$ cat src/rtl/shri_pkg.sv
`default_nettype none
// ----------------------------------------------------------------------------
// shri_pkg
// Shared widths, codes and types of the spectral history ring interpolator.
// ----------------------------------------------------------------------------
package shri_pkg;

   localparam int CFG_W     = 9;
   localparam int MAG_W     = 24;
   localparam int AGE_W     = 16;
   localparam int BIN_W     = 9;
   localparam int KIND_W    = 2;
   localparam int CSR_IDX_W = 2;

   localparam logic [CFG_W-1:0] CAP_RESET = 9'd256;
   localparam logic [CFG_W-1:0] WIN_RESET = 9'd256;

   typedef enum logic [KIND_W-1:0] {
      KIND_WRITE = 2'd0,
      KIND_READ  = 2'd1,
      KIND_CLEAR = 2'd2
   } kind_type;

   typedef enum logic [CSR_IDX_W-1:0] {
      CSR_FROZEN   = 2'd0,
      CSR_CAPACITY = 2'd1,
      CSR_WINDOW   = 2'd2
   } csr_type;

   typedef struct packed {
      logic busy;
      logic done;
   } rem_status_type;

endpackage
`default_nettype wire

$ cat src/rtl/shri_rem.sv
`default_nettype none
// ----------------------------------------------------------------------------
// shri_rem
// Restoring remainder unit, one quotient bit per cycle.
// ----------------------------------------------------------------------------
module shri_rem import shri_pkg::*; (
   input  wire logic             clock,
   input  wire logic             reset,
   input  wire logic             start,
   input  wire logic [CFG_W-1:0] dividend,
   input  wire logic [CFG_W-1:0] divisor,
   output rem_status_type        status,
   output logic      [CFG_W-1:0] remainder
);

   localparam int CNT_W = $clog2(CFG_W);

   logic             busy_ff;
   logic             done_ff;
   logic [CNT_W-1:0] cnt_ff;
   logic [CFG_W-1:0] dvd_ff;
   logic [CFG_W-1:0] div_ff;
   logic [CFG_W-1:0] rem_ff;
   logic [CFG_W:0]   trial;

   assign trial = {rem_ff, dvd_ff[CFG_W-1]};

   always_ff @(posedge clock) begin
      if (reset) begin
         busy_ff <= 1'b0;
         done_ff <= 1'b0;
         cnt_ff  <= '0;
      end else begin
         done_ff <= 1'b0;
         if (start) begin
            busy_ff <= 1'b1;
            cnt_ff  <= '0;
            dvd_ff  <= dividend;
            div_ff  <= divisor;
            rem_ff  <= '0;
         end else if (busy_ff) begin
            if (trial >= {1'b0, div_ff}) begin
               rem_ff <= CFG_W'(trial - {1'b0, div_ff});
            end else begin
               rem_ff <= trial[CFG_W-1:0];
            end
            dvd_ff <= {dvd_ff[CFG_W-2:0], 1'b0};
            cnt_ff <= cnt_ff + 1'b1;
            if (cnt_ff == CNT_W'(CFG_W - 1)) begin
               busy_ff <= 1'b0;
               done_ff <= 1'b1;
            end
         end
      end
   end

   assign status.busy = busy_ff;
   assign status.done = done_ff;
   assign remainder   = rem_ff;

endmodule
`default_nettype wire

$ cat config.mk
export PLATFORM = sky130hd
export DESIGN_NAME = shri_rem
export DESIGN_NICKNAME = d
export VERILOG_FILES = /design/src/rtl/shri_pkg.sv /design/src/rtl/shri_rem.sv
export SDC_FILE = /design/constraint.sdc
export NUM_CORES = 1
export LEC_CHECK = 0
export ABC_CLOCK_PERIOD_IN_PS = 2500
export BUFFER_PORTS_ARGS = -buffer_cell sky130_fd_sc_hd__buf_2
export CORE_MARGIN = 2
export CORE_UTILIZATION = 50
export CTS_CLUSTER_SIZE = 10
export DETAILED_ROUTE_END_ITERATION = 8
export HOLD_SLACK_MARGIN = 0.15
export MAX_ROUTING_LAYER = met4
export PLACE_DENSITY = 0.87
export SLEW_MARGIN = 20
export SYNTH_ARGS = -nofsm -noshare
export SYNTH_HDL_FRONTEND = slang
export SYNTH_SLANG_ARGS = --single-unit
export TNS_END_PERCENT = 5
$ cat constraint.sdc
create_clock -name clock -period 2.5 [get_ports clock]
set_input_delay 0.25 -clock clock [delete_from_list [all_inputs] [get_ports clock]]
set_output_delay 0.25 -clock clock [all_outputs]
set_load 0.01 [all_outputs]
# Word level (Yosys, flattened, before mapping)

Cells that the tools add are included.

Equality and inequality tests: 1
Reduce and logical (&&, ||, !) cells: 5
Mux-type cells: 8
Bitwise gates (word level): 2
Add/subtract/negate cells: 2
Order comparisons: 1

Operator list:

| cell                | count |
|---|---|
| $mux 9              | 4 |
| $ge 10x9->1         | 1 |
| $sub 9x9->9         | 1 |
| $add 4x1->4 const B | 1 |
| $eq 4x4->1 const B  | 1 |
| $mux 1              | 4 |
| $reduce_and 2->1    | 2 |
| $reduce_or 3->1     | 1 |
| $not 1->1           | 2 |
| $reduce_bool 2->1   | 1 |
| $reduce_or 2->1     | 1 |

Flip-flop bits (word level): 33
Output and inout port bits: 11
Logic and storage cells: 25

# Depth between registers and ports, before layout

Gate-level depths: netlist of run 1.

Word-level depth: 4
Gate-level depth with buffers: 9

# Worst setup path after synthesis of run 1

Ideal clock, no wire load.

Kind: reg2reg
From: reg rem_ff[6] (netlist: remainder[6])
To: reg rem_ff[6] (netlist: remainder[6]) (data pin)
Period minus slack after synthesis: 2.416 ns
Buffers on the path: 0
Stages on the path, launching flop included: 7
Data arrival time: 2.226 ns
Path slack: 0.084 ns
Setup time: 0.190 ns
Cell sequence: edfxtp_1 ha_1 a21o_2 a211o_1 nor2_2 mux2_1 a2111oi_2

Longest elaborated chain between the ends: 3

RTL lines:

| element                | line           | RTL |
|---|---|---|
| start, declared        | shri_rem.sv:23 | `logic [CFG_W-1:0] rem_ff;` |
| start signal, assigned | shri_rem.sv:43 | `rem_ff <= CFG_W'(trial - {1'b0, div_ff});` |
| start signal, assigned | shri_rem.sv:45 | `rem_ff <= trial[CFG_W-1:0];` |
| $ge 10x9->1            | shri_rem.sv:42 | `if (trial >= {1'b0, div_ff}) begin` |
| $mux 9                 | shri_rem.sv:42 |  |
| $mux 9                 | shri_rem.sv:41 | `end else if (busy_ff) begin` |

No other way between the ends. The select of a mux whose other input is x is not followed.
A chain may end at the register's enable or synchronous reset.

# Worst setup path after layout of run 1

Ends and elaborated chain as after synthesis.

==> impl_metrics.json, run 1 <==
{
  "status": "complete, no violations",
  "grt_pass1_wl_mm": 6.31,
  "finalSetupViolCount": 0,
  "yosysUniqueCellTypes": 43,
  "critical_path.top_delay_family": "compound AO/OA/AOI/OAI gates",
  "post_cts_buffers": 0,
  "period_minus_slack_ns": 2.44,
  "place.detailed.instances": 240,
  "synth_warnings": 0,
  "syn_nets": 194,
  "core_area_um2": 3610,
  "netlist_area_um2": 1840,
  "start_kind": "flop",
  "die_w_um": 64.7,
  "cp_cell_sequence": "ha_1 -> a21o_2 -> a211o_1 -> nor2_2 -> mux2_1 -> a2111oi_2",
  "wl_per_cell_um": 14.7,
  "cp-end-kind": "flop",
  "arrival_ns": 2.53,
  "cellLeakagePower_nw": 0.960,
  "ys_seq_elements": 33,
  "port_buffers": 31,
  "pwr_density_cell_nw_per_um2": 624,
  "dp_hpwl_mm": 2.74,
  "fp-row-count": 22,
  "max_stage_delay_ns": 0.43,
  "die_h_um": 64.7,
  "ir_drop_mv": 0.427,
  "yosys-top-cells-count": "edfxtp_1, inv_1, nor2_1, ha_1",
  "final_nets": 241,
  "stdcell_count": 257,
  "ios": 32,
  "synth.most_common_cell": "edfxtp_1",
  "placed_cell_area_um2": 2070,
  "start_util": 0.511,
  "yosysTopAreaCell": "edfxtp_1",
  "total_power_w": 0.00141,
  "max_freq_mhz": 410,
  "antenna-diode-count": 0,
  "slew_viol_final": 0,
  "path_clk_slew_ns": 0.07,
  "hp-class": "in2reg",
  "route.detailed.drc": 0,
  "timing.critical_path.buf_inv": 0,
  "top_layer": "met4",
  "required_ns": 2.59,
  "synth_top_area_share": 0.440,
  "cts_htree_levels": 2,
  "synth_edf_count": 27,
  "hold_viol": 0,
  "ys_top_cells_by_area": "edfxtp_1, ha_1, dfxtp_1",
  "synth_seq_area_share": 0.505,
  "syn2layout_area_growth_pct": 22.5,
  "met1_length_mm": 1.55,
  "synth_ff_type": "edfxtp_1",
  "drive_gt1_frac": 0.306,
  "cp_max_fo": 3,
  "grt_max_degree": 25,
  "grtUsageTotal": 0.209,
  "clock_sinks": 33,
  "dr.pass1.iters": 4,
  "wl_met3_um": 255,
  "cts_tree": "done",
  "num_vias": 1401,
  "antenna_found_initial": 0,
  "critical-path-slowest-cell": "edfxtp_1",
  "cts_made_buffers": 5,
  "worst-setup-path-type": "reg2reg",
  "grt_pass1_vias": 1442,
  "insertion_delay_ns": 0.29,
  "wl_mm": 3.79,
  "ant_nets": 0,
  "gp_congestion": 0.919,
  "grt.overflow.total": 0,
  "max_slew.worst_pin.slew_ns": 0.495,
  "fin_crit_sh": 0.975,
  "syn_inst": 161,
  "async_flop_share": 0,
  "root_buffer": "clkbuf_8",
  "slew-limit-headroom": 0.670,
  "drt_iter0_drc": 54,
  "drv_cap": 0,
  "dieArea_um2": 4190,
  "viasPerCell": 5.45,
  "skew_ns": 0.00812,
  "synth.avg_cell_area_um2": 11.4,
  "wl_met2_mm": 1.92,
  "clk_path_buf_depth": 2,
  "final_area_um2": 2260
}
through the flow:
step / utilization / hold WS, ns / setup TNS [ns] / setup slack [ns]
final: 0.626 / 0.232 / 0 / 0.0628
after global routing: 0.626 / 0.238 / -0.0106 / -0.0106
after CTS: 0.622 / 0.231 / 0 / 0.0514
after detailed placement: 0.575 / 0.431 / 0 / 0.0673
after global placement: 0.575 / 0.426 / 0 / 0.139
after floorplan: - / 0.349 / 0 / 0.0840
final timing paths:
check	to	cells after the start	startpoint	slack (ns)
worst max-delay path	remainder[6]	6	remainder[6]	0.06
worst min-delay path	busy_ff	2	reset	0.23
worst max register to register	remainder[6]	6	remainder[6]	0.06
worst min register to register	dvd_ff[1]	1	dvd_ff[0]	0.55
cells by family after synthesis:
| logic type | after synthesis | share of synthesized area |
|---|---|---|
| AO/OA/AOI/OAI | 31 | 0.130 |
| XOR/XNOR | 5 | 0.0238 |
| adder cells (fa/ha/maj) | 12 | 0.0855 |
| buffers and inverters | 21 | 0.0475 |
| flip-flops | 33 | 0.505 |
| multiplexers | 13 | 0.0767 |
| AND/OR/NAND/NOR | 46 | 0.131 |
worst register-to-register path, delay by kind of cell, from the launching register on:
kind	cells	cell delay [ns]
compound gates	3	0.94
fa+ha+maj	1	0.34
flops	1	0.43
mux	1	0.36
simple gates	1	0.16
cell type report:
cell class,instances,area (um^2)
inverters,15,56.3
flip-flops and latches,33,931
multi-input cells,107,840
well taps,48,60.1
clock buffers,5,68.8
fillers,280,1350
clock inverters,3,12.5
repair buffers,46,290
power by group:
| part | leakage, nW | internal, W | switching [W] |
|---|---|---|---|
| Combinational | 0.609 | 0.000166 | 0.000196 |
| Sequential | 0.307 | 0.000643 | 0.0000220 |
| Clock | 0.0430 | 0.000187 | 0.000196 |
| Total | 0.960 | 0.000996 | 0.000414 |
repair_timing:
item,4_1_cts,5_1_grt
endpoints found under the setup margin,0,8
resized for setup,0,3
hold buffers,9,0
endpoints found under the hold margin,9,0
metal layers:
layer / vias to the layer above / global-route usage
met3: 9 / 0.0625
met2: 51 / 0.339
met4: 0 / 0.0878
met1: 654 / 0.241
li1: 687 / -
met5: - / -
layout by cell type, fill, tap and decap left out, types with 6 or more instances in the layout:
cell type / instances
buf_2: 31
edfxtp_1: 27
inv_1: 15
nor2_1: 12
ha_1: 11
a21oi_1: 10
nand2_1: 10
dlygate4sd3_1: 9
mux2_2: 8
nor3_1: 8
dfxtp_1: 6
buf_4: 6
sequential cells by signal (all words and copies together), names as in the netlist:
name and flops:
busy_ff 1, cnt_ff 4, div_ff 9, done_ff 1, dvd_ff 9, remainder 9
(Power assumes the default switching activity.)
==> inputs of run 2 (changes only) <==
- CTS_CLUSTER_SIZE: 10 -> 20
- RECOVER_POWER: not set -> 100
==> impl_metrics.json, run 2 (synthesis results as in run 1) <==
{
  "status": "complete, no violations",
  "viasPerCell": 5.44,
  "core_area_um2": 3610,
  "root_buffer": "clkbuf_8",
  "drv_cap": 0,
  "ant_nets": 0,
  "p_sw_w": 0.000415,
  "cts_htree_levels": 2,
  "antenna-diode-count": 0,
  "grtUsageTotal": 0.209,
  "start_util": 0.511,
  "clock_power_share": 0.272,
  "arrival_ns": 2.53,
  "cp_cell_sequence": "ha_1 -> a21o_2 -> a211o_1 -> nor2_2 -> mux2_1 -> a2111oi_2",
  "grt_pass1_wl_mm": 6.31,
  "max_freq_mhz": 410,
  "die_h_um": 64.7,
  "port_buffers": 31,
  "insertion_delay_ns": 0.29,
  "wl_per_cell_um": 14.9,
  "route.detailed.drc": 0,
  "post_cts_buffers": 0,
  "period_minus_slack_ns": 2.44,
  "start_kind": "flop",
  "num-fill-cells": 287,
  "finalSetupViolCount": 0,
  "layout_commonest_cell": "edfxtp_1",
  "final_nets": 241,
  "max_stage_delay_ns": 0.43,
  "critical-path-slowest-cell": "edfxtp_1",
  "hp-class": "in2reg",
  "ir_drop_mv": 0.427,
  "drive_gt1_frac": 0.249,
  "fp-row-count": 22,
  "dr.pass1.iters": 4,
  "critical_path.top_delay_family": "compound AO/OA/AOI/OAI gates",
  "clk_path_buf_depth": 2,
  "finish.utilization": 0.621,
  "syn2layout_area_growth_pct": 21.5,
  "cts_made_buffers": 5,
  "slew_viol_final": 0,
  "gp_congestion": 0.919,
  "cp-end-kind": "flop",
  "path_clk_slew_ns": 0.07,
  "p_int_w": 0.000991,
  "drt_iter0_drc": 45,
  "post-place-ws_ns": 0.0673,
  "worst_slack_ns": 0.0603,
  "dp_hpwl_mm": 2.74,
  "clock_sinks": 33,
  "antenna_found_initial": 0,
  "required_ns": 2.59,
  "dieArea_um2": 4190,
  "grt_pass1_vias": 1442,
  "cts_tree": "done",
  "fin_hold_ws_ns": 0.231,
  "grt_max_degree": 25,
  "p_sw_frac": 0.295,
  "num_vias": 1399,
  "grt.overflow.total": 0,
  "cellLeakagePower_nw": 0.921,
  "hold_viol": 0,
  "worst-setup-path-type": "reg2reg",
  "fin_crit_sh": 0.976,
  "pwr-share-comb": 0.254,
  "max_slew.worst_pin.slew_ns": 0.764,
  "cp_max_fo": 3,
  "slew-limit-headroom": 0.491,
  "ios": 32,
  "pwr_density_cell_nw_per_um2": 628,
  "die_w_um": 64.7,
  "final_cell_mix": "edfxtp_1, buf_2, inv_1",
  "timing.critical_path.buf_inv": 0,
  "p_seq_frac": 0.474,
  "wl_mm": 3.82,
  "skew_ns": 0.00737
}
==> run 2: cell count changes in the layout (fill, tap and decap cells not counted) <==
cell      delta
buf_2       -10
buf_4        -2
clkbuf_1    +12
==> run 2: final cells by class <==
cell class	instances	area (um^2)	area share
clock buffer	5	68.8	0.0307
clock inverter	3	12.5	0.00559
tap	48	60.1	0.0268
timing repair buffer	46	270	0.121
inverter	15	56.3	0.0252
multi-input combinational	107	840	0.375
sequential	33	931	0.416
==> run 2: worst reg2reg max path, cell delays in order, from the launching register on <==
cell and delay, ns:
edfxtp_1 0.43, ha_1 0.34, a21o_2 0.23, a211o_1 0.33, nor2_2 0.17, mux2_1 0.37
a2111oi_2 0.38
==> run 2: worst paths after layout <==
check	from	endpoint	slack (ns)	cells past startpoint
worst max-delay path	remainder[6]	remainder[6]	0.06	6
worst min-delay path	reset	busy_ff	0.23	2
worst max register to register	remainder[6]	remainder[6]	0.06	6
worst min register to register	dvd_ff[0]	dvd_ff[1]	0.55	1
==> run 2: routing by layer <==
layer | vias to the layer above | GRT usage | part of all wire
li1 | 688 | - | -
met1 | 658 | 0.241 | 0.42
met2 | 46 | 0.339 | 0.51
met3 | 7 | 0.0625 | 0.059
met4 | 0 | 0.0878 | 0.015
met5 | - | - | 0
==> run 2: repair_timing <==
item,4_1_cts,5_1_grt
endpoints found under the setup margin,0,8
resized for setup,0,3
endpoints found under the hold margin,9,0
hold buffers,9,0
==> run 2: power by group through the flow <==
stage / Combinational, W / Sequential [W] / Clock, W
after CTS: 0.000352 / 0.000666 / 0.000386
after floorplan: 0.000235 / 0.000679 / 0
final: 0.000357 / 0.000666 / 0.000382
after global placement: 0.000324 / 0.000676 / 0
after global routing: 0.000392 / 0.000670 / 0.000410
after detailed placement: 0.000340 / 0.000677 / 0
==> run 2: through the flow <==
stage	instance area (um^2)	power, W	instances	setup TNS, ns
final	2240	0.00141	257	0
after global routing	2240	0.00147	257	-0.0106
after CTS	2240	0.00140	257	0
after detailed placement	2070	0.00102	240	0
after global placement	2070	0.00100	240	0
after floorplan	1840	0.000914	161	0
==> inputs of run 3 (changes only) <==
- REMOVE_ABC_BUFFERS: not set -> 1
==> impl_metrics.json, run 3 (synthesis results as in run 1) <==
{
  "syn2layout_area_growth_pct": 23.2,
  "fp-row-count": 22,
  "max_stage_delay_ns": 0.47,
  "dp_hpwl_mm": 2.47,
  "dr.pass1.iters": 4,
  "die_h_um": 64.7,
  "cellLeakagePower_nw": 0.933,
  "cp_max_fo": 8,
  "worst-setup-path-type": "reg2reg",
  "cp_cell_sequence": "ha_1 -> nand4_1 -> nor3_4 -> nor2_2 -> mux2_1 -> a2111oi_2",
  "antenna_found_initial": 0,
  "cts_htree_levels": 2,
  "insertion_delay_ns": 0.29,
  "num_vias": 1362,
  "finalSetupViolCount": 0,
  "status": "complete, no violations",
  "layout_commonest_cell": "edfxtp_1",
  "hold_viol": 0,
  "grt.overflow.total": 0,
  "max_freq_mhz": 418,
  "wl_per_cell_um": 13.8,
  "fin_hold_ws_ns": 0.229,
  "total_power_w": 0.00150,
  "skew_ns": 0.00567,
  "gp_congestion": 0.840,
  "final_nets": 242,
  "min_path_cells": 2,
  "route.detailed.drc": 0,
  "period_minus_slack_ns": 2.39,
  "ios": 32,
  "ant_nets": 0,
  "wl_mm": 3.56,
  "viasPerCell": 5.28,
  "grtUsageTotal": 0.187,
  "cp-end-kind": "flop",
  "slew-limit-headroom": 0.638,
  "drive_gt1_frac": 0.248,
  "fin_crit_sh": 0.957,
  "worst_r2r_path_depth": 6,
  "port_buffers": 31,
  "core_area_um2": 3610,
  "die_w_um": 64.7,
  "max_slew.worst_pin.slew_ns": 0.543,
  "start_util": 0.511,
  "path_clk_slew_ns": 0.07,
  "root_buffer": "clkbuf_8",
  "hp-class": "in2reg",
  "grt_max_degree": 25,
  "grt_pass1_wl_mm": 5.69,
  "ir_drop_mv": 0.457,
  "post_cts_buffers": 0,
  "clock_sinks": 33,
  "antenna-diode-count": 0,
  "grt_pass1_vias": 1276,
  "cts_tree": "done",
  "slew_viol_final": 0,
  "clk_path_buf_depth": 2,
  "start_kind": "flop",
  "required_ns": 2.59,
  "pwr_density_cell_nw_per_um2": 663,
  "critical-path-slowest-cell": "ha_1",
  "cts_made_buffers": 5,
  "drt_iter0_drc": 36,
  "drv_cap": 0,
  "rsz0062_at_grt": "yes",
  "finish.utilization": 0.630,
  "final_cell_mix": "edfxtp_1, buf_2, inv_1",
  "tns_ns": 0,
  "arrival_ns": 2.48,
  "dieArea_um2": 4190
}
-- run 3: path summary, 6_finish.rpt --
path                   to  slack, ns         start
max          remainder[6]       0.11  remainder[4]
min             cnt_ff[0]       0.23         reset
max reg2reg  remainder[6]       0.11  remainder[4]
min reg2reg     dvd_ff[6]       0.55     dvd_ff[5]
-- run 3: metrics by stage --
| stage | setup slack (ns) | instances | cell area [um^2] |
|---|---|---|---|
| after floorplan | 0.0840 | 155 | 1810 |
| after global placement | 0.137 | 241 | 2080 |
| after detailed placement | 0.0753 | 241 | 2080 |
| after CTS | 0.0669 | 258 | 2280 |
| after global routing | -0.0124 | 258 | 2270 |
| final | 0.108 | 258 | 2270 |
-- run 3: repair_timing --
action                                 CTS  global route
setup endpoints to repair                0             8
endpoints found under the hold margin    9             0
gates resized for setup                  0             4
hold buffers                             9             0
-- run 3: worst max-delay path: cells and delay by family (launching register included) --
| family | cells | cell delay (ns) |
|---|---|---|
| muxes | 1 | 0.34 |
| and+or+nand+nor | 3 | 0.56 |
| DFF | 1 | 0.44 |
| adders and majority gates | 1 | 0.47 |
| AOI/OAI and AO/OA | 1 | 0.37 |
-- run 3: cell type report --
type	count	area [um^2]
Clock buffer	6	72.6
Clock inverter	2	33.8
Fill cell	296	1340
Inverter	15	56.3
Multi-Input combinational cell	107	840
Sequential cell	33	931
Tap cell	48	60.1
Timing Repair Buffer	47	278
-- run 3: power by group --
| part | internal (W) | switching [W] |
|---|---|---|
| clock network | 0.000294 | 0.000191 |
| logic | 0.000162 | 0.000193 |
| registers | 0.000644 | 0.0000223 |
-- run 3: metal layers --
metal  wire length (um)  vias up  track usage
met4                 29        0       0.0559
met3                204        3       0.0556
met5                  0        -            -
li1                   -      682            -
met1               1620      635        0.236
met2               1710       42        0.293
